<file path="config.mk">
export PLATFORM = sky130hd
export DESIGN_NAME = multichannel_peak_hold_meter_unit_flat
export DESIGN_NICKNAME = d
export VERILOG_FILES = /design/src/mphm_pkg.sv /design/src/mphm_if.sv /design/src/mphm_ram.sv /design/src/mphm_div.sv /design/src/mphm_ctrl.sv /design/src/multichannel_peak_hold_meter_unit.sv /design/src/flat_wrapper.sv
export SDC_FILE = /design/constraint.sdc
export NUM_CORES = 1
export LEC_CHECK = 0
export ABC_AREA = 0
export BUFFER_PORTS_ARGS = -buffer_cell sky130_fd_sc_hd__buf_4
export CAP_MARGIN = 20
export CORE_UTILIZATION = 63
export CTS_CLUSTER_DIAMETER = 120
export DETAILED_ROUTE_END_ITERATION = 8
export PLACE_DENSITY = 0.81
export SYNTH_ARGS = -nofsm -noshare
export SYNTH_HDL_FRONTEND = slang
export SYNTH_SLANG_ARGS = --single-unit
</file>
<file path="constraint.sdc">
create_clock -name clk_i -period 13 [get_ports clk_i]
set_input_delay 1.3 -clock clk_i [delete_from_list [all_inputs] [get_ports clk_i]]
set_output_delay 1.3 -clock clk_i [all_outputs]
set_load 0.1 [all_outputs]
</file>
<file path="src/mphm_pkg.sv">
// ----------------------------------------------------------------------------
// mphm_pkg
// Shared types, constants and scaling tables of the multichannel meter.
// ----------------------------------------------------------------------------
`default_nettype none

package mphm_pkg;

  // channel count and level resolution
  localparam int CHANNEL_COUNT       = 6;
  localparam int LEVEL_FRACTION_BITS = 12;
  localparam int SCALED_CHANNELS     = 6;

  localparam int CH_AW    = (CHANNEL_COUNT > 1) ? $clog2(CHANNEL_COUNT) : 1;
  localparam int LEVEL_W  = LEVEL_FRACTION_BITS + 1;
  localparam int STEP_W   = 13;
  localparam int OUT_LW   = 13;
  localparam int CMP_W    = (LEVEL_W > STEP_W) ? LEVEL_W : STEP_W;
  localparam int DEN_W    = 15;
  localparam int NUM_W    = 17;
  localparam int DIV_CW   = $clog2(LEVEL_FRACTION_BITS + 1);

  localparam logic [LEVEL_W-1:0] FULL_LEVEL = LEVEL_W'(1) << LEVEL_FRACTION_BITS;

  // spans of the channels, in raw units
  localparam logic [DEN_W-1:0] PWR_DEN_STD = DEN_W'(1100);
  localparam logic [DEN_W-1:0] PWR_DEN_QRP = DEN_W'(100);
  localparam logic [DEN_W-1:0] PWR_DEN_AMP = DEN_W'(19000);
  localparam logic [DEN_W-1:0] ALC_DEN     = DEN_W'(10);
  localparam logic [DEN_W-1:0] COMP_DEN    = DEN_W'(25);
  localparam logic [DEN_W-1:0] SWR_DEN     = DEN_W'(200);
  localparam logic [DEN_W-1:0] CUR_DEN     = DEN_W'(2500);
  localparam logic [DEN_W-1:0] SMTR_DEN    = DEN_W'(1500);
  localparam logic signed [NUM_W-1:0] SWR_OFFSET = NUM_W'(100);

  typedef enum logic [2:0] {
    CH_POWER   = 3'd0,
    CH_ALC     = 3'd1,
    CH_COMP    = 3'd2,
    CH_SWR     = 3'd3,
    CH_CURRENT = 3'd4,
    CH_SMETER  = 3'd5
  } chan_e;

  typedef enum logic {
    OP_SAMPLE = 1'b0,
    OP_TICK   = 1'b1
  } op_e;

  typedef enum logic [1:0] {
    REG_QRP_MODE        = 2'd0,
    REG_AMP_MODE        = 2'd1,
    REG_DECAY_STEP      = 2'd2,
    REG_PEAK_DECAY_STEP = 2'd3
  } cfg_reg_e;

  typedef enum logic [1:0] {
    ST_IDLE,
    ST_SCALE,
    ST_SAMPLE,
    ST_TICK
  } st_e;

  typedef struct packed {
    logic              qrp_mode;
    logic              amplifier_mode;
    logic [STEP_W-1:0] decay_step;
    logic [STEP_W-1:0] peak_decay_step;
  } cfg_t;

  typedef struct packed {
    logic [LEVEL_W-1:0] target;
    logic [LEVEL_W-1:0] display;
    logic [LEVEL_W-1:0] peak;
  } entry_t;

  localparam int ENTRY_W = $bits(entry_t);

  typedef struct packed {
    logic               we;
    logic [CH_AW-1:0]   waddr;
    entry_t             wdata;
    logic               re;
    logic [CH_AW-1:0]   raddr;
  } ram_req_t;

  typedef struct packed {
    logic             start;
    logic [DEN_W-1:0] num;
    logic [DEN_W-1:0] den;
  } div_req_t;

  typedef struct packed {
    logic                           done;
    logic [LEVEL_FRACTION_BITS-1:0] quo;
  } div_rsp_t;

  // span of a channel, power follows the mode bits
  function automatic logic [DEN_W-1:0] span_den(input logic [2:0] ch, input logic qrp,
                                                input logic amp);
    logic [DEN_W-1:0] d;
    case (ch)
      CH_POWER:   d = amp ? PWR_DEN_AMP : (qrp ? PWR_DEN_QRP : PWR_DEN_STD);
      CH_ALC:     d = ALC_DEN;
      CH_COMP:    d = COMP_DEN;
      CH_SWR:     d = SWR_DEN;
      CH_CURRENT: d = CUR_DEN;
      CH_SMETER:  d = SMTR_DEN;
      default:    d = PWR_DEN_STD;
    endcase
    return d;
  endfunction

  // zero point of a channel
  function automatic logic signed [NUM_W-1:0] span_off(input logic [2:0] ch);
    logic signed [NUM_W-1:0] o;
    case (ch)
      CH_SWR:  o = SWR_OFFSET;
      default: o = '0;
    endcase
    return o;
  endfunction

endpackage

`default_nettype wire

</file>
<file path="src/mphm_if.sv">
// ----------------------------------------------------------------------------
// mphm_if
// Valid/ready channels of the meter: sample/tick input and level output.
// ----------------------------------------------------------------------------
`default_nettype none

interface mphm_in_if;
  logic               valid;
  logic               ready;
  logic               operation;
  logic [2:0]         channel;
  logic signed [15:0] raw_value;

  modport source (output valid, output operation, output channel, output raw_value,
                  input ready);
  modport sink (input valid, input operation, input channel, input raw_value,
                output ready);
endinterface

interface mphm_out_if;
  logic        valid;
  logic        ready;
  logic [2:0]  channel_id;
  logic [12:0] display_level;
  logic [12:0] peak_level;
  logic        changed;
  logic        last;

  modport source (output valid, output channel_id, output display_level,
                  output peak_level, output changed, output last, input ready);
  modport sink (input valid, input channel_id, input display_level,
                input peak_level, input changed, input last, output ready);
endinterface

`default_nettype wire

</file>
<file path="src/mphm_ram.sv">
// ----------------------------------------------------------------------------
// mphm_ram
// Generic single-write, single-read RAM with registered read data.
// ----------------------------------------------------------------------------
`default_nettype none

module mphm_ram #(
  parameter int WIDTH = 8,
  parameter int DEPTH = 8
) (
  input  wire logic                                        clk_i,
  input  wire logic                                        we_i,
  input  wire logic [((DEPTH > 1) ? $clog2(DEPTH) : 1)-1:0] waddr_i,
  input  wire logic [WIDTH-1:0]                            wdata_i,
  input  wire logic                                        re_i,
  input  wire logic [((DEPTH > 1) ? $clog2(DEPTH) : 1)-1:0] raddr_i,
  output      logic [WIDTH-1:0]                            rdata_o
);

  logic [WIDTH-1:0] mem_q [DEPTH];

  // write port
  always_ff @(posedge clk_i) begin
    if (we_i) begin
      mem_q[waddr_i] <= wdata_i;
    end
  end

  // registered read port
  always_ff @(posedge clk_i) begin
    if (re_i) begin
      rdata_o <= mem_q[raddr_i];
    end
  end

endmodule

`default_nettype wire

</file>
<file path="src/mphm_div.sv">
// ----------------------------------------------------------------------------
// mphm_div
// Restoring fraction divider: floor(num * 2^LEVEL_FRACTION_BITS / den) for
// num < den, one quotient bit per cycle.
// ----------------------------------------------------------------------------
`default_nettype none

module mphm_div (
  input  wire logic               clk_i,
  input  wire logic               rst_ni,
  input  wire mphm_pkg::div_req_t req_i,
  output      mphm_pkg::div_rsp_t rsp_o
);
  import mphm_pkg::*;

  logic [DEN_W-1:0]               rem_q, rem_d;
  logic [DEN_W-1:0]               den_q, den_d;
  logic [LEVEL_FRACTION_BITS-1:0] quo_q, quo_d;
  logic [DIV_CW-1:0]              cnt_q, cnt_d;
  logic                           busy_q, busy_d;
  logic                           done_q, done_d;
  logic [DEN_W:0]                 shifted;
  logic                           fits;

  // one compare-subtract step per cycle
  always_comb begin
    shifted = {rem_q, 1'b0};
    fits    = shifted >= {1'b0, den_q};
    rem_d   = rem_q;
    den_d   = den_q;
    quo_d   = quo_q;
    cnt_d   = cnt_q;
    busy_d  = busy_q;
    done_d  = 1'b0;
    if (req_i.start) begin
      rem_d  = req_i.num;
      den_d  = req_i.den;
      cnt_d  = DIV_CW'(LEVEL_FRACTION_BITS);
      busy_d = 1'b1;
    end else if (busy_q) begin
      rem_d = fits ? DEN_W'(shifted - {1'b0, den_q}) : DEN_W'(shifted);
      quo_d = {quo_q[LEVEL_FRACTION_BITS-2:0], fits};
      cnt_d = cnt_q - DIV_CW'(1);
      if (cnt_q == DIV_CW'(1)) begin
        busy_d = 1'b0;
        done_d = 1'b1;
      end
    end
  end

  // control state
  always_ff @(posedge clk_i or negedge rst_ni) begin
    if (!rst_ni) begin
      cnt_q  <= '0;
      busy_q <= 1'b0;
      done_q <= 1'b0;
    end else begin
      cnt_q  <= cnt_d;
      busy_q <= busy_d;
      done_q <= done_d;
    end
  end

  // datapath
  always_ff @(posedge clk_i) begin
    rem_q <= rem_d;
    den_q <= den_d;
    quo_q <= quo_d;
  end

  assign rsp_o.done = done_q;
  assign rsp_o.quo  = quo_q;

endmodule

`default_nettype wire

</file>
<file path="src/mphm_ctrl.sv">
// ----------------------------------------------------------------------------
// mphm_ctrl
// Sequencer of the meter: scales samples, walks the channel RAM on ticks
// with read-modify-write, and drives the output register.
// ----------------------------------------------------------------------------
`default_nettype none

module mphm_ctrl (
  input  wire logic                 clk_i,
  input  wire logic                 rst_ni,
  input  wire mphm_pkg::cfg_t       cfg_i,
  mphm_in_if.sink                   in_s,
  mphm_out_if.source                out_s,
  output      mphm_pkg::ram_req_t   ram_req_o,
  input  wire mphm_pkg::entry_t     ram_rdata_i,
  output      mphm_pkg::div_req_t   div_req_o,
  input  wire mphm_pkg::div_rsp_t   div_rsp_i
);
  import mphm_pkg::*;

  st_e                      state_q, state_d;
  logic [CH_AW-1:0]         idx_q, idx_d;
  logic [LEVEL_W-1:0]       lvl_q, lvl_d;
  logic [CHANNEL_COUNT-1:0] vld_q, vld_d;

  logic              out_vld_q, out_vld_d;
  logic [2:0]        out_ch_q, out_ch_d;
  logic [OUT_LW-1:0] out_disp_q, out_disp_d;
  logic [OUT_LW-1:0] out_peak_q, out_peak_d;
  logic              out_chg_q, out_chg_d;
  logic              out_last_q, out_last_d;

  logic                    in_fire;
  logic                    out_free;
  logic                    ch_ok;
  logic                    idx_last;
  logic [DEN_W-1:0]        den;
  logic signed [NUM_W-1:0] num_s;
  logic signed [NUM_W-1:0] den_s;
  logic                    sat_low;
  logic                    sat_high;
  entry_t                  cur;
  entry_t                  nxt;
  logic [CMP_W-1:0]        gap;
  logic [LEVEL_W-1:0]      new_disp;
  logic [LEVEL_W-1:0]      new_peak;
  logic                    emit;
  logic                    chg;

  assign in_fire  = in_s.valid && in_s.ready;
  assign out_free = !out_vld_q || out_s.ready;
  assign idx_last = idx_q == CH_AW'(CHANNEL_COUNT - 1);
  assign ch_ok    = (32'(in_s.channel) < CHANNEL_COUNT) &&
                    (32'(in_s.channel) < SCALED_CHANNELS);

  // sample scaling: offset, span and saturation
  always_comb begin
    den      = span_den(in_s.channel, cfg_i.qrp_mode, cfg_i.amplifier_mode);
    num_s    = NUM_W'(in_s.raw_value) - span_off(in_s.channel);
    den_s    = signed'({{(NUM_W-DEN_W){1'b0}}, den});
    sat_low  = num_s <= 0;
    sat_high = num_s >= den_s;
  end

  // entry as read, never-written channels read as zero
  assign cur = vld_q[idx_q] ? ram_rdata_i : '0;

  // next state
  always_comb begin
    state_d = state_q;
    case (state_q)
      ST_IDLE: begin
        if (in_fire) begin
          if (in_s.operation == OP_TICK) begin
            state_d = ST_TICK;
          end else if (ch_ok) begin
            state_d = (sat_low || sat_high) ? ST_SAMPLE : ST_SCALE;
          end
        end
      end
      ST_SCALE: begin
        if (div_rsp_i.done) begin
          state_d = ST_SAMPLE;
        end
      end
      ST_SAMPLE: begin
        if (out_free) begin
          state_d = ST_IDLE;
        end
      end
      ST_TICK: begin
        if (out_free && idx_last) begin
          state_d = ST_IDLE;
        end
      end
      default: state_d = ST_IDLE;
    endcase
  end

  // datapath and outputs
  always_comb begin
    idx_d      = idx_q;
    lvl_d      = lvl_q;
    vld_d      = vld_q;
    ram_req_o  = '0;
    div_req_o  = '0;
    emit       = 1'b0;
    chg        = 1'b0;
    nxt        = cur;
    gap        = '0;
    new_disp   = cur.display;
    new_peak   = cur.peak;
    in_s.ready = state_q == ST_IDLE;

    div_req_o.num = DEN_W'(num_s);
    div_req_o.den = den;

    case (state_q)
      ST_IDLE: begin
        if (in_fire) begin
          if (in_s.operation == OP_TICK) begin
            idx_d           = '0;
            ram_req_o.re    = 1'b1;
            ram_req_o.raddr = '0;
          end else if (ch_ok) begin
            idx_d           = CH_AW'(in_s.channel);
            ram_req_o.re    = 1'b1;
            ram_req_o.raddr = CH_AW'(in_s.channel);
            lvl_d           = sat_high ? FULL_LEVEL : '0;
            div_req_o.start = !(sat_low || sat_high);
          end
        end
      end
      ST_SCALE: begin
        if (div_rsp_i.done) begin
          lvl_d = {1'b0, div_rsp_i.quo};
        end
      end
      ST_SAMPLE: begin
        // display and peak jump up to the new target
        nxt.target  = lvl_q;
        nxt.display = (lvl_q > cur.display) ? lvl_q : cur.display;
        nxt.peak    = (lvl_q > cur.peak) ? lvl_q : cur.peak;
        emit        = out_free;
      end
      ST_TICK: begin
        // display falls toward target, then peak toward the new display
        if (cur.display > cur.target) begin
          gap      = CMP_W'(cur.display - cur.target);
          new_disp = (CMP_W'(cfg_i.decay_step) >= gap) ? cur.target :
                     LEVEL_W'(CMP_W'(cur.display) - CMP_W'(cfg_i.decay_step));
          chg      = 1'b1;
        end
        if (cur.peak > new_disp) begin
          gap      = CMP_W'(cur.peak - new_disp);
          new_peak = (CMP_W'(cfg_i.peak_decay_step) >= gap) ? new_disp :
                     LEVEL_W'(CMP_W'(cur.peak) - CMP_W'(cfg_i.peak_decay_step));
          chg      = 1'b1;
        end
        nxt.display = new_disp;
        nxt.peak    = new_peak;
        emit        = out_free;
        if (out_free && !idx_last) begin
          idx_d           = idx_q + CH_AW'(1);
          ram_req_o.re    = 1'b1;
          ram_req_o.raddr = idx_q + CH_AW'(1);
        end
      end
      default: ;
    endcase

    ram_req_o.we    = emit;
    ram_req_o.waddr = idx_q;
    ram_req_o.wdata = nxt;
    if (emit) begin
      vld_d[idx_q] = 1'b1;
    end
  end

  // output register
  always_comb begin
    out_vld_d  = emit || (out_vld_q && !out_s.ready);
    out_ch_d   = out_ch_q;
    out_disp_d = out_disp_q;
    out_peak_d = out_peak_q;
    out_chg_d  = out_chg_q;
    out_last_d = out_last_q;
    if (emit) begin
      out_ch_d   = 3'(idx_q);
      out_disp_d = OUT_LW'(nxt.display);
      out_peak_d = OUT_LW'(nxt.peak);
      out_chg_d  = chg;
      out_last_d = (state_q == ST_SAMPLE) || idx_last;
    end
  end

  // control state
  always_ff @(posedge clk_i or negedge rst_ni) begin
    if (!rst_ni) begin
      state_q   <= ST_IDLE;
      idx_q     <= '0;
      vld_q     <= '0;
      out_vld_q <= 1'b0;
    end else begin
      state_q   <= state_d;
      idx_q     <= idx_d;
      vld_q     <= vld_d;
      out_vld_q <= out_vld_d;
    end
  end

  // payload registers
  always_ff @(posedge clk_i) begin
    lvl_q      <= lvl_d;
    out_ch_q   <= out_ch_d;
    out_disp_q <= out_disp_d;
    out_peak_q <= out_peak_d;
    out_chg_q  <= out_chg_d;
    out_last_q <= out_last_d;
  end

  assign out_s.valid         = out_vld_q;
  assign out_s.channel_id    = out_ch_q;
  assign out_s.display_level = out_disp_q;
  assign out_s.peak_level    = out_peak_q;
  assign out_s.changed       = out_chg_q;
  assign out_s.last          = out_last_q;

endmodule

`default_nettype wire

</file>
<file path="src/multichannel_peak_hold_meter_unit.sv">
// ----------------------------------------------------------------------------
// multichannel_peak_hold_meter_unit
// Six-channel bar meter with fall-off ballistics and peak hold; channel
// state lives in one RAM entry per channel.
//
//   channel   dir   beat contents
//   in_i      in    operation, channel, raw_value
//   out_o     out   channel_id, display_level, peak_level, changed, last
//   cfg       in    cfg_we_i, cfg_idx_i, cfg_wdata_i (write only)
//
// A tick does one RAM read-modify-write per channel, in channel order. A
// sample whose reading saturates skips the bit-serial divider; any other
// sample waits for the divider to finish.
// Reset clears all channels through per-entry valid bits, no sweep needed.
// A busy output register stalls the writeback; the next item is taken once
// the current one has handed all its beats to the output register.
// ----------------------------------------------------------------------------
`default_nettype none

module multichannel_peak_hold_meter_unit (
  input  wire logic                          clk_i,
  input  wire logic                          rst_ni,
  mphm_in_if.sink                            in_i,
  mphm_out_if.source                         out_o,
  input  wire logic                          cfg_we_i,
  input  wire logic [1:0]                    cfg_idx_i,
  input  wire logic [mphm_pkg::STEP_W-1:0]   cfg_wdata_i
);
  import mphm_pkg::*;

  cfg_t     cfg_q, cfg_d;
  ram_req_t ram_req;
  entry_t   ram_rdata;
  div_req_t div_req;
  div_rsp_t div_rsp;

  // configuration registers
  always_comb begin
    cfg_d = cfg_q;
    if (cfg_we_i) begin
      case (cfg_reg_e'(cfg_idx_i))
        REG_QRP_MODE:        cfg_d.qrp_mode        = cfg_wdata_i[0];
        REG_AMP_MODE:        cfg_d.amplifier_mode  = cfg_wdata_i[0];
        REG_DECAY_STEP:      cfg_d.decay_step      = cfg_wdata_i;
        REG_PEAK_DECAY_STEP: cfg_d.peak_decay_step = cfg_wdata_i;
        default: ;
      endcase
    end
  end

  always_ff @(posedge clk_i or negedge rst_ni) begin
    if (!rst_ni) begin
      cfg_q.qrp_mode        <= 1'b0;
      cfg_q.amplifier_mode  <= 1'b0;
      cfg_q.decay_step      <= STEP_W'(205);
      cfg_q.peak_decay_step <= STEP_W'(41);
    end else begin
      cfg_q <= cfg_d;
    end
  end

  // channel state memory
  mphm_ram #(
    .WIDTH (ENTRY_W),
    .DEPTH (CHANNEL_COUNT)
  ) u_ram (
    .clk_i   (clk_i),
    .we_i    (ram_req.we),
    .waddr_i (ram_req.waddr),
    .wdata_i (ram_req.wdata),
    .re_i    (ram_req.re),
    .raddr_i (ram_req.raddr),
    .rdata_o (ram_rdata)
  );

  // level divider
  mphm_div u_div (
    .clk_i  (clk_i),
    .rst_ni (rst_ni),
    .req_i  (div_req),
    .rsp_o  (div_rsp)
  );

  // sequencer
  mphm_ctrl u_ctrl (
    .clk_i       (clk_i),
    .rst_ni      (rst_ni),
    .cfg_i       (cfg_q),
    .in_s        (in_i),
    .out_s       (out_o),
    .ram_req_o   (ram_req),
    .ram_rdata_i (ram_rdata),
    .div_req_o   (div_req),
    .div_rsp_i   (div_rsp)
  );

`ifndef SYNTHESIS
  // a tick never reads the entry it is writing back
  assert property (@(posedge clk_i) disable iff (!rst_ni)
    (ram_req.we && ram_req.re) |-> (ram_req.waddr != ram_req.raddr))
    else $error("ram read and write collide on one entry");

  // every writeback puts a beat in the output register
  assert property (@(posedge clk_i) disable iff (!rst_ni)
    ram_req.we |=> out_o.valid)
    else $error("writeback without output beat");

  // the peak marker never sits below the bar
  assert property (@(posedge clk_i) disable iff (!rst_ni)
    out_o.valid |-> (out_o.peak_level >= out_o.display_level))
    else $error("peak below display");

  // no new item while the divider is still busy
  assert property (@(posedge clk_i) disable iff (!rst_ni)
    div_req.start |=> !in_i.ready)
    else $error("input taken during division");
`endif

endmodule

`default_nettype wire

</file>
<file path="src/flat_wrapper.sv">
// flat-port wrapper written by rule: the top's interface ports become plain ports
module multichannel_peak_hold_meter_unit_flat import mphm_pkg::*;
  (clk_i, rst_ni, cfg_we_i, cfg_idx_i, cfg_wdata_i, in_i_valid, in_i_operation, in_i_channel, in_i_raw_value, in_i_ready, out_o_valid, out_o_channel_id, out_o_display_level, out_o_peak_level, out_o_changed, out_o_last, out_o_ready);
  mphm_in_if in_i_i ();
  mphm_out_if out_o_i ();
  input  wire logic clk_i;
  input  wire logic rst_ni;
  input  wire logic cfg_we_i;
  input  wire logic [1:0] cfg_idx_i;
  input  wire logic [mphm_pkg::STEP_W-1:0] cfg_wdata_i;
  input wire logic [$bits(in_i_i.valid)-1:0] in_i_valid;
  input wire logic [$bits(in_i_i.operation)-1:0] in_i_operation;
  input wire logic [$bits(in_i_i.channel)-1:0] in_i_channel;
  input wire logic [$bits(in_i_i.raw_value)-1:0] in_i_raw_value;
  output wire logic [$bits(in_i_i.ready)-1:0] in_i_ready;
  output wire logic [$bits(out_o_i.valid)-1:0] out_o_valid;
  output wire logic [$bits(out_o_i.channel_id)-1:0] out_o_channel_id;
  output wire logic [$bits(out_o_i.display_level)-1:0] out_o_display_level;
  output wire logic [$bits(out_o_i.peak_level)-1:0] out_o_peak_level;
  output wire logic [$bits(out_o_i.changed)-1:0] out_o_changed;
  output wire logic [$bits(out_o_i.last)-1:0] out_o_last;
  input wire logic [$bits(out_o_i.ready)-1:0] out_o_ready;
  assign in_i_i.valid = in_i_valid;
  assign in_i_i.operation = in_i_operation;
  assign in_i_i.channel = in_i_channel;
  assign in_i_i.raw_value = in_i_raw_value;
  assign in_i_ready = in_i_i.ready;
  assign out_o_valid = out_o_i.valid;
  assign out_o_channel_id = out_o_i.channel_id;
  assign out_o_display_level = out_o_i.display_level;
  assign out_o_peak_level = out_o_i.peak_level;
  assign out_o_changed = out_o_i.changed;
  assign out_o_last = out_o_i.last;
  assign out_o_i.ready = out_o_ready;
  multichannel_peak_hold_meter_unit u_core (.clk_i(clk_i), .rst_ni(rst_ni), .in_i(in_i_i), .out_o(out_o_i), .cfg_we_i(cfg_we_i), .cfg_idx_i(cfg_idx_i), .cfg_wdata_i(cfg_wdata_i));
endmodule
</file>
==> results of run 1 <==
[per-stage QoR]
step	instances	setup slack [ns]	hold slack, ns	instance area [µm²]	util
floorplan	1903	3.97	0.418	21700	-
global placement	2372	2.75	0.420	22800	0.675
detailed placement	2372	2.49	0.433	22800	0.675
CTS	2446	2.39	0.456	24100	0.715
global route	2447	1.41	0.457	24100	0.715
finish	2447	2.10	0.455	24100	0.715
[how the worst max path moves through the flow]
stage,end,slack (ns),depth (start not counted)
2_1_floorplan,u_core.u_ctrl.out_s.peak_level[0],3.97,48
3_3_place_gp,u_core.u_ctrl.out_s.peak_level[3],2.75,43
3_5_place_dp,u_core.u_ram.mem_q[4][3],2.49,43
4_1_cts,u_core.u_ram.mem_q[1][3],2.39,43
5_1_grt,u_core.u_ram.mem_q[1][3],1.41,43
6_report,u_core.u_ram.mem_q[4][3],2.10,43
[logic make-up after synthesis]
family,Yosys count,share of synthesized area
buffers and inverters,203,0.0366
DFF,402,0.546
adders and majority gates,146,0.0859
xor gates and xnor gates,61,0.0246
and+or+nand+nor,505,0.109
muxes,127,0.0620
AOI/OAI and AO/OA,459,0.136
[cell usage after synthesis (10+ instances only)]
| cell type | instances |
|---|---|
| a211oi_1 | 12 |
| a21o_1 | 23 |
| a21oi_1 | 83 |
| and2_1 | 13 |
| clkbuf_1 | 61 |
| dfrtp_1 | 38 |
| edfxtp_1 | 356 |
| ha_1 | 141 |
| inv_1 | 124 |
| mux2_2 | 35 |
| mux2i_1 | 86 |
| nand2_1 | 205 |
| nand2b_1 | 20 |
| nand3_1 | 32 |
| nand4_1 | 18 |
| nor2_1 | 113 |
| nor2b_1 | 22 |
| nor3_1 | 26 |
| o211ai_1 | 38 |
| o21a_1 | 11 |
| o21ai_0 | 165 |
| o21bai_1 | 10 |
| o221ai_1 | 12 |
| o22ai_1 | 10 |
| or2_2 | 13 |
| xnor2_1 | 38 |
| xor2_1 | 23 |
[layout make-up]
type / instances / area share
clock buffer: 54 / 0.0455
sequential: 402 / 0.492
inverter: 126 / 0.0196
tap: 448 / 0.0233
timing repair buffer: 99 / 0.0308
clock inverter: 20 / 0.00981
multi-input combinational: 1298 / 0.379
[registers in the layout (all words and copies together), names as in the netlist]
name / flops
u_core.u_ctrl.out_s.changed: 1
u_core.u_ctrl.out_s.channel_id: 3
u_core.u_ctrl.state_q: 2
u_core.u_div.done_q: 1
u_core.u_div.den_q: 12
u_core.u_ram.mem_q: 234
u_core.u_ctrl.vld_q: 6
u_core.u_ctrl.lvl_q: 13
u_core.u_ctrl.out_s.last: 1
u_core.u_div.cnt_q: 4
u_core.u_ram.rdata_o: 39
u_core.u_ctrl.idx_q: 3
u_core.u_ctrl.out_s.valid: 1
u_core.u_div.rem_q: 15
u_core.u_div.busy_q: 1
u_core.u_ctrl.out_s.display_level: 13
u_core.cfg_q: 28
u_core.u_div.quo_q: 12
u_core.u_ctrl.out_s.peak_level: 13
[metal layers]
layer | up-vias | wire (µm) | track usage
met1 | 7580 | 22600 | 0.423
li1 | 7176 | - | -
met2 | 700 | 28100 | 0.548
met3 | 155 | 4760 | 0.0554
met4 | 0 | 2580 | 0.160
met5 | - | 0 | 0
[cell usage in the layout, fill, tap and decap left out, types with 42 or more instances in the layout]
master,count
edfxtp_1,356
nand2_1,205
o21ai_0,165
ha_1,141
inv_1,124
nor2_1,110
buf_4,98
mux2i_1,86
a21oi_1,82
clkbuf_16,42
[worst register-to-register path: cells and delay by family, from the launching register on]
family | cells | cell delay (ns)
mux | 1 | 0.18
compound gates | 25 | 5.72
fa+ha+maj | 4 | 1.33
flops | 1 | 0.68
buf+inv | 4 | 0.83
xor+xnor | 2 | 0.25
simple gates | 7 | 1.52
==> results by group, run 1 <==
Hold path
  – HP Class: flop to flop
  – Hold path cells: 0
  – Min-delay src: u_core.u_div.quo_q[6]
  – Hold worst-path end: u_core.u_div.quo_q[7]

Logic synthesis
  – Post-synth top flop: edfxtp_1
  – Largest cells by area after synthesis: edfxtp_1 49%, ha_1 8.1%, dfrtp_1 4.4%, mux2i_1 4.0%, o21ai_0 3.8%
  – Yosys cell types: 84
  – Number of synthesized flops with an enable pin: around 360
  – Synth Cell Area: around 22,000 µm²
  – Seq cells post-synth: roughly 400
  – Ys async rst share: 0.114
  – Area share of the largest cell type after synthesis: 0.492
  – Mapped Nets: between 2,000 and 2,500
  – Seq/Total Area, Yosys: 0.546
  – Syn Inst Count: 1,903
  – Yosys Warn Count: 0
  – Yosys top cell by area: edfxtp_1
  – Syn Area/Cell: between 10 and 15 µm²

Global route
  – Largest net degree at the start of global routing: between 80 and 90
  – Total track usage: 0.330
  – First-pass GRT wire length: approximately 90,000 µm
  – Vias in the first global route: about 16,000
  – Initial antenna violation count: 0
  – Grt total ovfl: 0

Timing
  – Fin. max-slew vios: 0
  – RSZ-0062 raised after global routing: false
  – Final Cycle Share: 0.838
  – Actual slew at the worst max-slew pin: 1.12 ns
  – Clk_skew: 0.0315 ns
  – Final Setup Violations: 0
  – Tmin final: 10.90 ns
  – Fmax: around 0.092 GHz
  – Setup TNS Final: 0 ns
  – Endpoints failing hold: 0
  – Slew headroom: 0.246

Final layout
  – Layout cells sized above 1: 0.118
  – Multi-input gate area: 9140 µm²
  – Seq. cell area: ~12,000 µm²
  – Area delta synth->final: 11.0%
  – Fill cells: 2,352
  – Final #Nets: 2,155
  – Ant diodes: 0

Detailed routing
  – Wire per inst: 23.7 µm
  – Number of DRC markers in iteration 0: 1,412
  – Routed WL: 58,000 µm
  – Vias/cell: roughly 6.4
  – Pre-antenna DRT Iters: 5
  – DRC: 0
  – DR vias: 15,611
  – Post-route ant nets: 0

Setup path
  – Setup CP Type: flop to flop
  – Worst Path Required: 13.21 ns
  – CP top delay family: compound AO/OA/AOI/OAI gates
  – Worst Path Buf+Inv: 4
  – Slowest-stage cell, CP: o311a_2
  – Crit path DAT: between 10 and 15 ns
  – R2R depth: 43
  – CP Launch Type: flop
  – R2R Path End: u_core.u_ram.mem_q[4][3]
  – Max FO, Critical Path: 49
  – Critical Path Start: u_core.u_ctrl.idx_q[0]
  – Worst r2r src: u_core.u_ctrl.idx_q[0]
  – Max stage delay on crit path: slightly above 0.9 ns
  – Worst Setup End Kind: flop
  – Reg-to-reg slack, setup: between 2 and 2.5 ns

CTS
  – CTS Root Cell: clkbuf_16
  – CTS Hold Buffers Added: 0
  – Clock tree from TritonCTS: done
  – Number of clock sinks: around 400
  – Clock Pin Slew Worst Setup and Hold Paths: 0.06 ns
  – CTS H-Tree Depth: 2
  – Cts bufs inserted: between 40 and 50
  – CTS Buffer Depth: 3
  – Clk_lat worst skew: approximately 0.57 ns
  – Resized Gates After CTS: 0
  – # Post-CTS Setup Buffers: 0

Die
  – Die area: approximately 35,000 µm²
  – Die Span Y: between 150 and 200 µm
  – Ports: 73
  – Starting Density: 0.644
  – Rows: 67
  – Die W: 188 µm
  – Core area: 33,700 µm²

Status
  – Result of the run: completed

Placement
  – IO Port Bufs: slightly above 70
  – RePlAce Congestion: ~0.98
  – Dpl hpwl: 39,700 µm

Flow run
  – MaxCap Viol Count: 0
Power of run 1 is not shown: default switching activity piles up to over one toggle a cycle in this logic, so the estimate is an artifact.
==> run 2: changes to the inputs <==
--- a/config.mk
+++ b/config.mk
@@ -5,13 +5,13 @@
 export SDC_FILE = /design/constraint.sdc
 export NUM_CORES = 1
 export LEC_CHECK = 0
-export ABC_AREA = 0
+export ABC_AREA = 1
 export BUFFER_PORTS_ARGS = -buffer_cell sky130_fd_sc_hd__buf_4
 export CAP_MARGIN = 20
-export CORE_UTILIZATION = 63
+export CORE_UTILIZATION = 57
 export CTS_CLUSTER_DIAMETER = 120
 export DETAILED_ROUTE_END_ITERATION = 8
-export PLACE_DENSITY = 0.81
+export PLACE_DENSITY = 0.77
 export SYNTH_ARGS = -nofsm -noshare
 export SYNTH_HDL_FRONTEND = slang
 export SYNTH_SLANG_ARGS = --single-unit
==> constraint.sdc (replaced) <==
create_clock -name clk_i -period 9.2 [get_ports clk_i]
set_input_delay 0.92 -clock clk_i [delete_from_list [all_inputs] [get_ports clk_i]]
set_output_delay 0.92 -clock clk_i [all_outputs]
set_load 0.1 [all_outputs]
==> run 2 against run 1 <==
  * Synthesized cell count grew 25%
  * Largest cell class unchanged
  * Critical path type unchanged
  * Clock-buffer cell count grew 1
  * Maximum frequency grew 30%
  * Critical path depth grew 3
==> results by group, run 2 <==
Setup path
  – Worst r2r src: u_core.u_ctrl.idx_q[1]
  – Crit path DAT: between 8 and 9 ns
  – CP Launch Type: flop
  – R2R depth: between 40 and 50
  – Max FO, Critical Path: 12
  – Worst path most repeated cell: nand2_1
  – Worst Setup End Kind: flop
  – Worst Path Required: 9.43 ns
  – Max stage delay on crit path: 0.47 ns
  – Reg-to-reg slack, setup: between 0.8 and 0.9 ns
  – Slowest-stage cell, CP: dfrtp_2
  – Setup CP Type: flop to flop
  – R2R Path End: u_core.u_ram.mem_q[4][2]

Detailed routing
  – Pre-antenna DRT Iters: 6
  – DR vias: 17,555
  – Number of DRC markers in iteration 0: 1,536
  – Wire per inst: ~21 µm
  – Post-route ant nets: 0
  – Routed WL: ~63,000 µm
  – DRC: 0
  – Vias/cell: 5.86

Die
  – Ports: 73
  – Die area: 40,100 µm²
  – Die Span Y: around 200 µm
  – Starting Density: 0.579
  – Rows: 72
  – Die W: 200 µm
  – Core area: between 30,000 and 40,000 µm²

Logic synthesis
  – Syn Inst Count: 2,377
  – Seq/Total Area, Yosys: 0.529
  – Most frequent cell after synthesis: nand2_1
  – Yosys cell types: 57
  – Syn Area/Cell: about 9.4 µm²
  – Mapped Nets: approximately 2,600
  – Largest cells by area after synthesis: edfxtp_1 48%, nand2_1 8.7%, ha_1 7.9%, inv_1 4.6%, dfrtp_1 4.2%
  – Area share of the largest cell type after synthesis: 0.477
  – Top cells by count, synth: 519 x nand2_1, 356 x edfxtp_1, 274 x inv_1, 187 x nor2_1, 170 x o21ai_0
  – Yosys top cell by area: edfxtp_1
  – Seq cells post-synth: around 400
  – Ys async rst share: 0.114
  – Number of synthesized flops with an enable pin: about 360
  – Synth Cell Area: approximately 22,000 µm²
  – Yosys Warn Count: 0
  – Post-synth top flop: edfxtp_1

CTS
  – Clock tree from TritonCTS: done
  – Clock Pin Slew Worst Setup and Hold Paths: 0.06 ns
  – CTS Buffer Depth: 3
  – CTS H-Tree Depth: 2
  – Clk_lat worst skew: 0.56 ns
  – CTS Root Cell: clkbuf_16
  – Number of clock sinks: about 400
  – Cts bufs inserted: 41

Final layout
  – Biggest regs: u_core.u_ram.mem_q x234, u_core.u_ram.rdata_o x39, u_core.cfg_q x28
  – Multi-input gate area: slightly above 9000 µm²
  – Seq. cell area: between 10,000 and 15,000 µm²
  – Max reg flops: between 200 and 250
  – Area delta synth->final: 11.0%
  – Commonest cells after routing, fill and taps aside: 517 x nand2_1, 356 x edfxtp_1, 274 x inv_1, 184 x nor2_1, 169 x o21ai_0
  – Most common cell after layout, fill and taps aside: nand2_1
  – Fill cells: approximately 3,100
  – Final #Nets: ~2,600
  – Ant diodes: 0
  – Largest register by flop count: u_core.u_ram.mem_q
  – Layout cells sized above 1: 0.0988

Timing
  – Endpoints failing hold: 0
  – Tmin final: 8.38 ns
  – Fin. max-slew vios: 0
  – Final Setup Violations: 0
  – Clk_skew: ~0.011 ns
  – Setup TNS Final: 0 ns
  – Slew headroom: 0.298
  – Fmax: approximately 0.12 GHz
  – RSZ-0062 raised after global routing: false
  – Final Cycle Share: 0.911
  – Actual slew at the worst max-slew pin: 1.05 ns

Global route
  – Largest net degree at the start of global routing: 79
  – Initial antenna violation count: 2
  – First-pass GRT wire length: approximately 100,000 µm
  – Total track usage: 0.320
  – Vias in the first global route: 17,304
  – Grt total ovfl: 0

Hold path
  – HP Class: input port to async pin

Placement
  – RePlAce Congestion: between 0.9 and 1
  – Dpl hpwl: between 40,000 and 50,000 µm
  – IO Port Bufs: 72

Status
  – Result of the run: completed

Flow run
  – MaxCap Viol Count: 0
-- run 2: worst max-delay path, delay by kind of cell, from the launching register on --
kind | cells | cell delay, ns
adders and majority gates | 4 | 1.29
DFF | 1 | 0.47
AOI/OAI and AO/OA | 6 | 1.06
buffers and inverters | 9 | 1.27
and+or+nand+nor | 25 | 3.64
xor gates and xnor gates | 2 | 0.33
-- run 2: repair_timing --
| action | 4_1_cts | 5_1_grt |
|---|---|---|
| setup endpoints to repair | 0 | 91 |
| setup buffers | 0 | 4 |
| hold buffers | 0 | 0 |
| resized for setup | 0 | 7 |
-- run 2: how the worst max path moves through the flow --
stage | start | endpoint | slack [ns] | cells after the start
after floorplan | u_core.u_ctrl.idx_q[0] | u_core.u_ctrl.out_s.peak_level[8] | 1.70 | 48
after global placement | u_core.u_ctrl.idx_q[0] | u_core.u_ctrl.out_s.peak_level[6] | 0.69 | 40
after detailed placement | u_core.u_ctrl.idx_q[0] | u_core.u_ram.mem_q[4][6] | 0.41 | 40
after CTS | u_core.u_ctrl.idx_q[0] | u_core.u_ram.mem_q[4][2] | 0.36 | 40
after global routing | u_core.u_ctrl.idx_q[1] | u_core.u_ram.mem_q[5][10] | 0.11 | 44
final | u_core.u_ctrl.idx_q[1] | u_core.u_ram.mem_q[4][2] | 0.82 | 46
-- run 2: through the flow --
step / setup WS (ns) / hold slack (ns) / cell area [µm²] / std cells / utilization
final: 0.818 / 0.352 / 24900 / 2997 / 0.642
after global routing: 0.110 / 0.395 / 24900 / 2997 / 0.642
after CTS: 0.364 / 0.372 / 24800 / 2991 / 0.641
after detailed placement: 0.414 / 0.434 / 23500 / 2916 / 0.605
after global placement: 0.695 / 0.430 / 23500 / 2916 / 0.605
after floorplan: 1.70 / 0.427 / 22400 / 2377 / -
-- run 2: metal layers --
layer,vias up,wire length (µm),global-route usage
met5,-,27,0
met4,4,2260,0.125
met3,135,4080,0.0415
met2,698,30800,0.535
met1,8453,26300,0.424
li1,8265,-,-
-- run 2: layout make-up --
type                    count  area share
inverters                 286      0.0432
multi-input cells        1616       0.369
well taps                 518      0.0261
flip-flops and latches    402       0.476
repair buffers            100      0.0302
clock buffers              55      0.0454
clock inverters            20     0.00966
-- run 2: kinds of logic after synthesis --
kind of cell,count (synthesis),synth area share
simple gates,925,0.174
compound gates,454,0.111
flops,402,0.529
buf+inv,359,0.0646
fa+ha+maj,146,0.0832
xor+xnor,52,0.0207
mux,39,0.0174
Power of run 2 is left out for the same reason.
==> run 3: changes to the inputs <==
--- a/config.mk
+++ b/config.mk
@@ -8,10 +8,11 @@
 export ABC_AREA = 1
 export BUFFER_PORTS_ARGS = -buffer_cell sky130_fd_sc_hd__buf_4
 export CAP_MARGIN = 20
-export CORE_UTILIZATION = 57
+export CORE_UTILIZATION = 70
+export CTS_BUF_LIST = sky130_fd_sc_hd__clkbuf_8
 export CTS_CLUSTER_DIAMETER = 120
 export DETAILED_ROUTE_END_ITERATION = 8
-export PLACE_DENSITY = 0.77
+export PLACE_DENSITY = 0.88
 export SYNTH_ARGS = -nofsm -noshare
 export SYNTH_HDL_FRONTEND = slang
 export SYNTH_SLANG_ARGS = --single-unit
==> constraint.sdc (replaced) <==
create_clock -name clk_i -period 9.8 [get_ports clk_i]
set_input_delay 0.98 -clock clk_i [delete_from_list [all_inputs] [get_ports clk_i]]
set_output_delay 0.98 -clock clk_i [all_outputs]
set_load 0.1 [all_outputs]
==> run 3 against run 2 <==
  * Critical endpoint is now u_core.u_ram.mem_q[2][11]
  * Critical path depth down 3
  * Die area decreased by 18%
  * Sequential share of layout area rose by 0.13 points
  * Cell count decreased by 2.4%
  * Maximum frequency shrank 6.8%
  * Core utilization rose by 14 points
  * Largest cell class unchanged
  * Register-to-register slack hardly changed
  * Hold slack better by 0.011 ns
  * Setup slack worse by 0.0090 ns
==> results by group, run 3 (synthesis results as in run 2) <==
CTS
  – Clock Pin Slew Worst Setup and Hold Paths: 0.06 ns
  – Clk_lat worst skew: 0.66 ns
  – CTS H-Tree Depth: 2
  – CTS Buffer Depth: 3
  – CTS Root Cell: clkbuf_8
  – Number of clock sinks: 402
  – CTS Hold Buffers Added: 0
  – Clock tree from TritonCTS: done
  – Cts bufs inserted: 60

Timing
  – Fin. max-slew vios: 0
  – Endpoints failing hold: 0
  – Hold WS: between 0.3 and 0.4 ns
  – RSZ-0062 raised after global routing: false
  – Fmax: 0.111 GHz
  – Final Cycle Share: 0.917
  – Final Setup Violations: 0
  – Final WS setup: between 0.8 and 0.9 ns
  – Tmin final: about 9.0 ns
  – Clk_skew: roughly 0.022 ns
  – Actual slew at the worst max-slew pin: roughly 1.1 ns
  – Slew headroom: 0.266
  – Setup TNS Final: 0 ns

Global route
  – First-pass GRT wire length: between 90,000 and 100,000 µm
  – Grt total ovfl: 0
  – Total track usage: 0.402
  – Largest net degree at the start of global routing: ~80
  – Initial antenna violation count: 0
  – Vias in the first global route: roughly 18,000

Final layout
  – Largest register by flop count: u_core.u_ram.mem_q
  – Most common cell after layout, fill and taps aside: nand2_1
  – Max reg flops: 234
  – Final #Nets: about 2,700
  – Area delta synth->final: 10.7%
  – Layout cells sized above 1: 0.108
  – Layout Cells excl Fill: 2,924
  – Biggest regs: u_core.u_ram.mem_q x234, u_core.u_ram.rdata_o x39, u_core.cfg_q x28
  – Commonest cells after routing, fill and taps aside: 517 x nand2_1, 356 x edfxtp_1, 292 x inv_1, 185 x nor2_1, 170 x o21ai_0

Detailed routing
  – DR vias: ~18,000
  – Post-route ant nets: 0
  – Wire per inst: about 22 µm
  – Routed WL: ~66,000 µm
  – DRC: 0
  – Number of DRC markers in iteration 0: between 2,000 and 3,000
  – Pre-antenna DRT Iters: 8
  – Vias/cell: 6.24

Die
  – Die W: between 150 and 200 µm
  – Die Span Y: approximately 180 µm
  – Die area: approximately 33,000 µm²
  – Ports: 73
  – Core area: ~32,000 µm²
  – Starting Density: 0.710
  – Rows: between 60 and 70

Setup path
  – Slowest-stage cell, CP: dfrtp_1
  – Critical Path Start: u_core.u_ctrl.idx_q[1]
  – Max stage delay on crit path: between 0.5 and 0.6 ns
  – CP Launch Type: flop
  – Worst r2r src: u_core.u_ctrl.idx_q[1]
  – Setup CP Type: flop to flop
  – Worst Path Required: between 10 and 15 ns
  – Worst path most repeated cell: a21oi_1
  – Crit path DAT: between 9 and 10 ns
  – Worst Setup End Kind: flop
  – Max FO, Critical Path: 16

Flow run
  – MaxCap Viol Count: 0

Placement
  – Setup WS pre-CTS: about 0.53 ns
  – IO Port Bufs: between 70 and 80
  – Placed Cells: ~2,800
  – Dpl hpwl: between 40,000 and 50,000 µm
  – RePlAce Congestion: between 1 and 1.5

Status
  – Result of the run: completed

Hold path
  – HP Class: input port to async pin
==> run 3: cell types whose count changed in the layout (fill, tap and decap cells not counted), sizes merged <==
cell	delta
bufinv	+5
diode	+2
clkinvlp	-1
clkinv	+1
clkbuf	+17
inv	+17
buf	+2
==> run 3: final cells by class <==
| class | count | area [µm²] |
|---|---|---|
| clock buffers | 72 | 991 |
| fillers | 2043 | 6750 |
| clock inverters | 42 | 435 |
| flip-flops and latches | 402 | 11900 |
| repair buffers | 102 | 766 |
| diodes | 2 | 5.00 |
| inverters | 286 | 1070 |
| well taps | 402 | 503 |
| multi-input cells | 1616 | 9180 |
==> run 3: worst paths after layout <==
path	end	slack, ns	depth (start not counted)
min in group clk_i	u_core.u_div.quo_q[1]	0.45	0
min	u_core.u_ctrl.vld_q[5]	0.36	1
max reg2reg	u_core.u_ram.mem_q[2][11]	0.81	43
max in group asynchronous	u_core.cfg_q[24]	8.99	1
min reg2reg	u_core.u_div.quo_q[1]	0.45	0
max	u_core.u_ram.mem_q[2][11]	0.81	43
==> run 3: metrics by stage <==
stage | instance area (µm²) | util
finish | 24800 | 0.786
global route | 24800 | 0.786
CTS | 24700 | 0.784
floorplan | 22400 | -
global placement | 23300 | 0.738
detailed placement | 23300 | 0.738
==> run 3: worst max-delay path: cells and delay by family, from the launching register on <==
family	cells	cell delay, ns
AO/OA/AOI/OAI	17	3.25
AND/OR/NAND/NOR	13	1.92
adder cells (fa/ha/maj)	5	1.61
buffers and inverters	6	1.05
flip-flops	1	0.54
XOR/XNOR	2	0.32
==> run 3: per-layer routing <==
| layer | global-route usage | routed length (µm) |
|---|---|---|
| met3 | 0.0730 | 6570 |
| met1 | 0.497 | 24000 |
| met5 | 0 | 0 |
| met4 | 0.237 | 4020 |
| met2 | 0.665 | 31100 |
==> run 3: timing repair <==
| action | CTS | global route |
|---|---|---|
| setup buffers | 0 | 7 |
| setup endpoints to repair | 0 | 91 |
| gates resized for setup | 0 | 1 |
Power of run 3 is left out for the same reason.
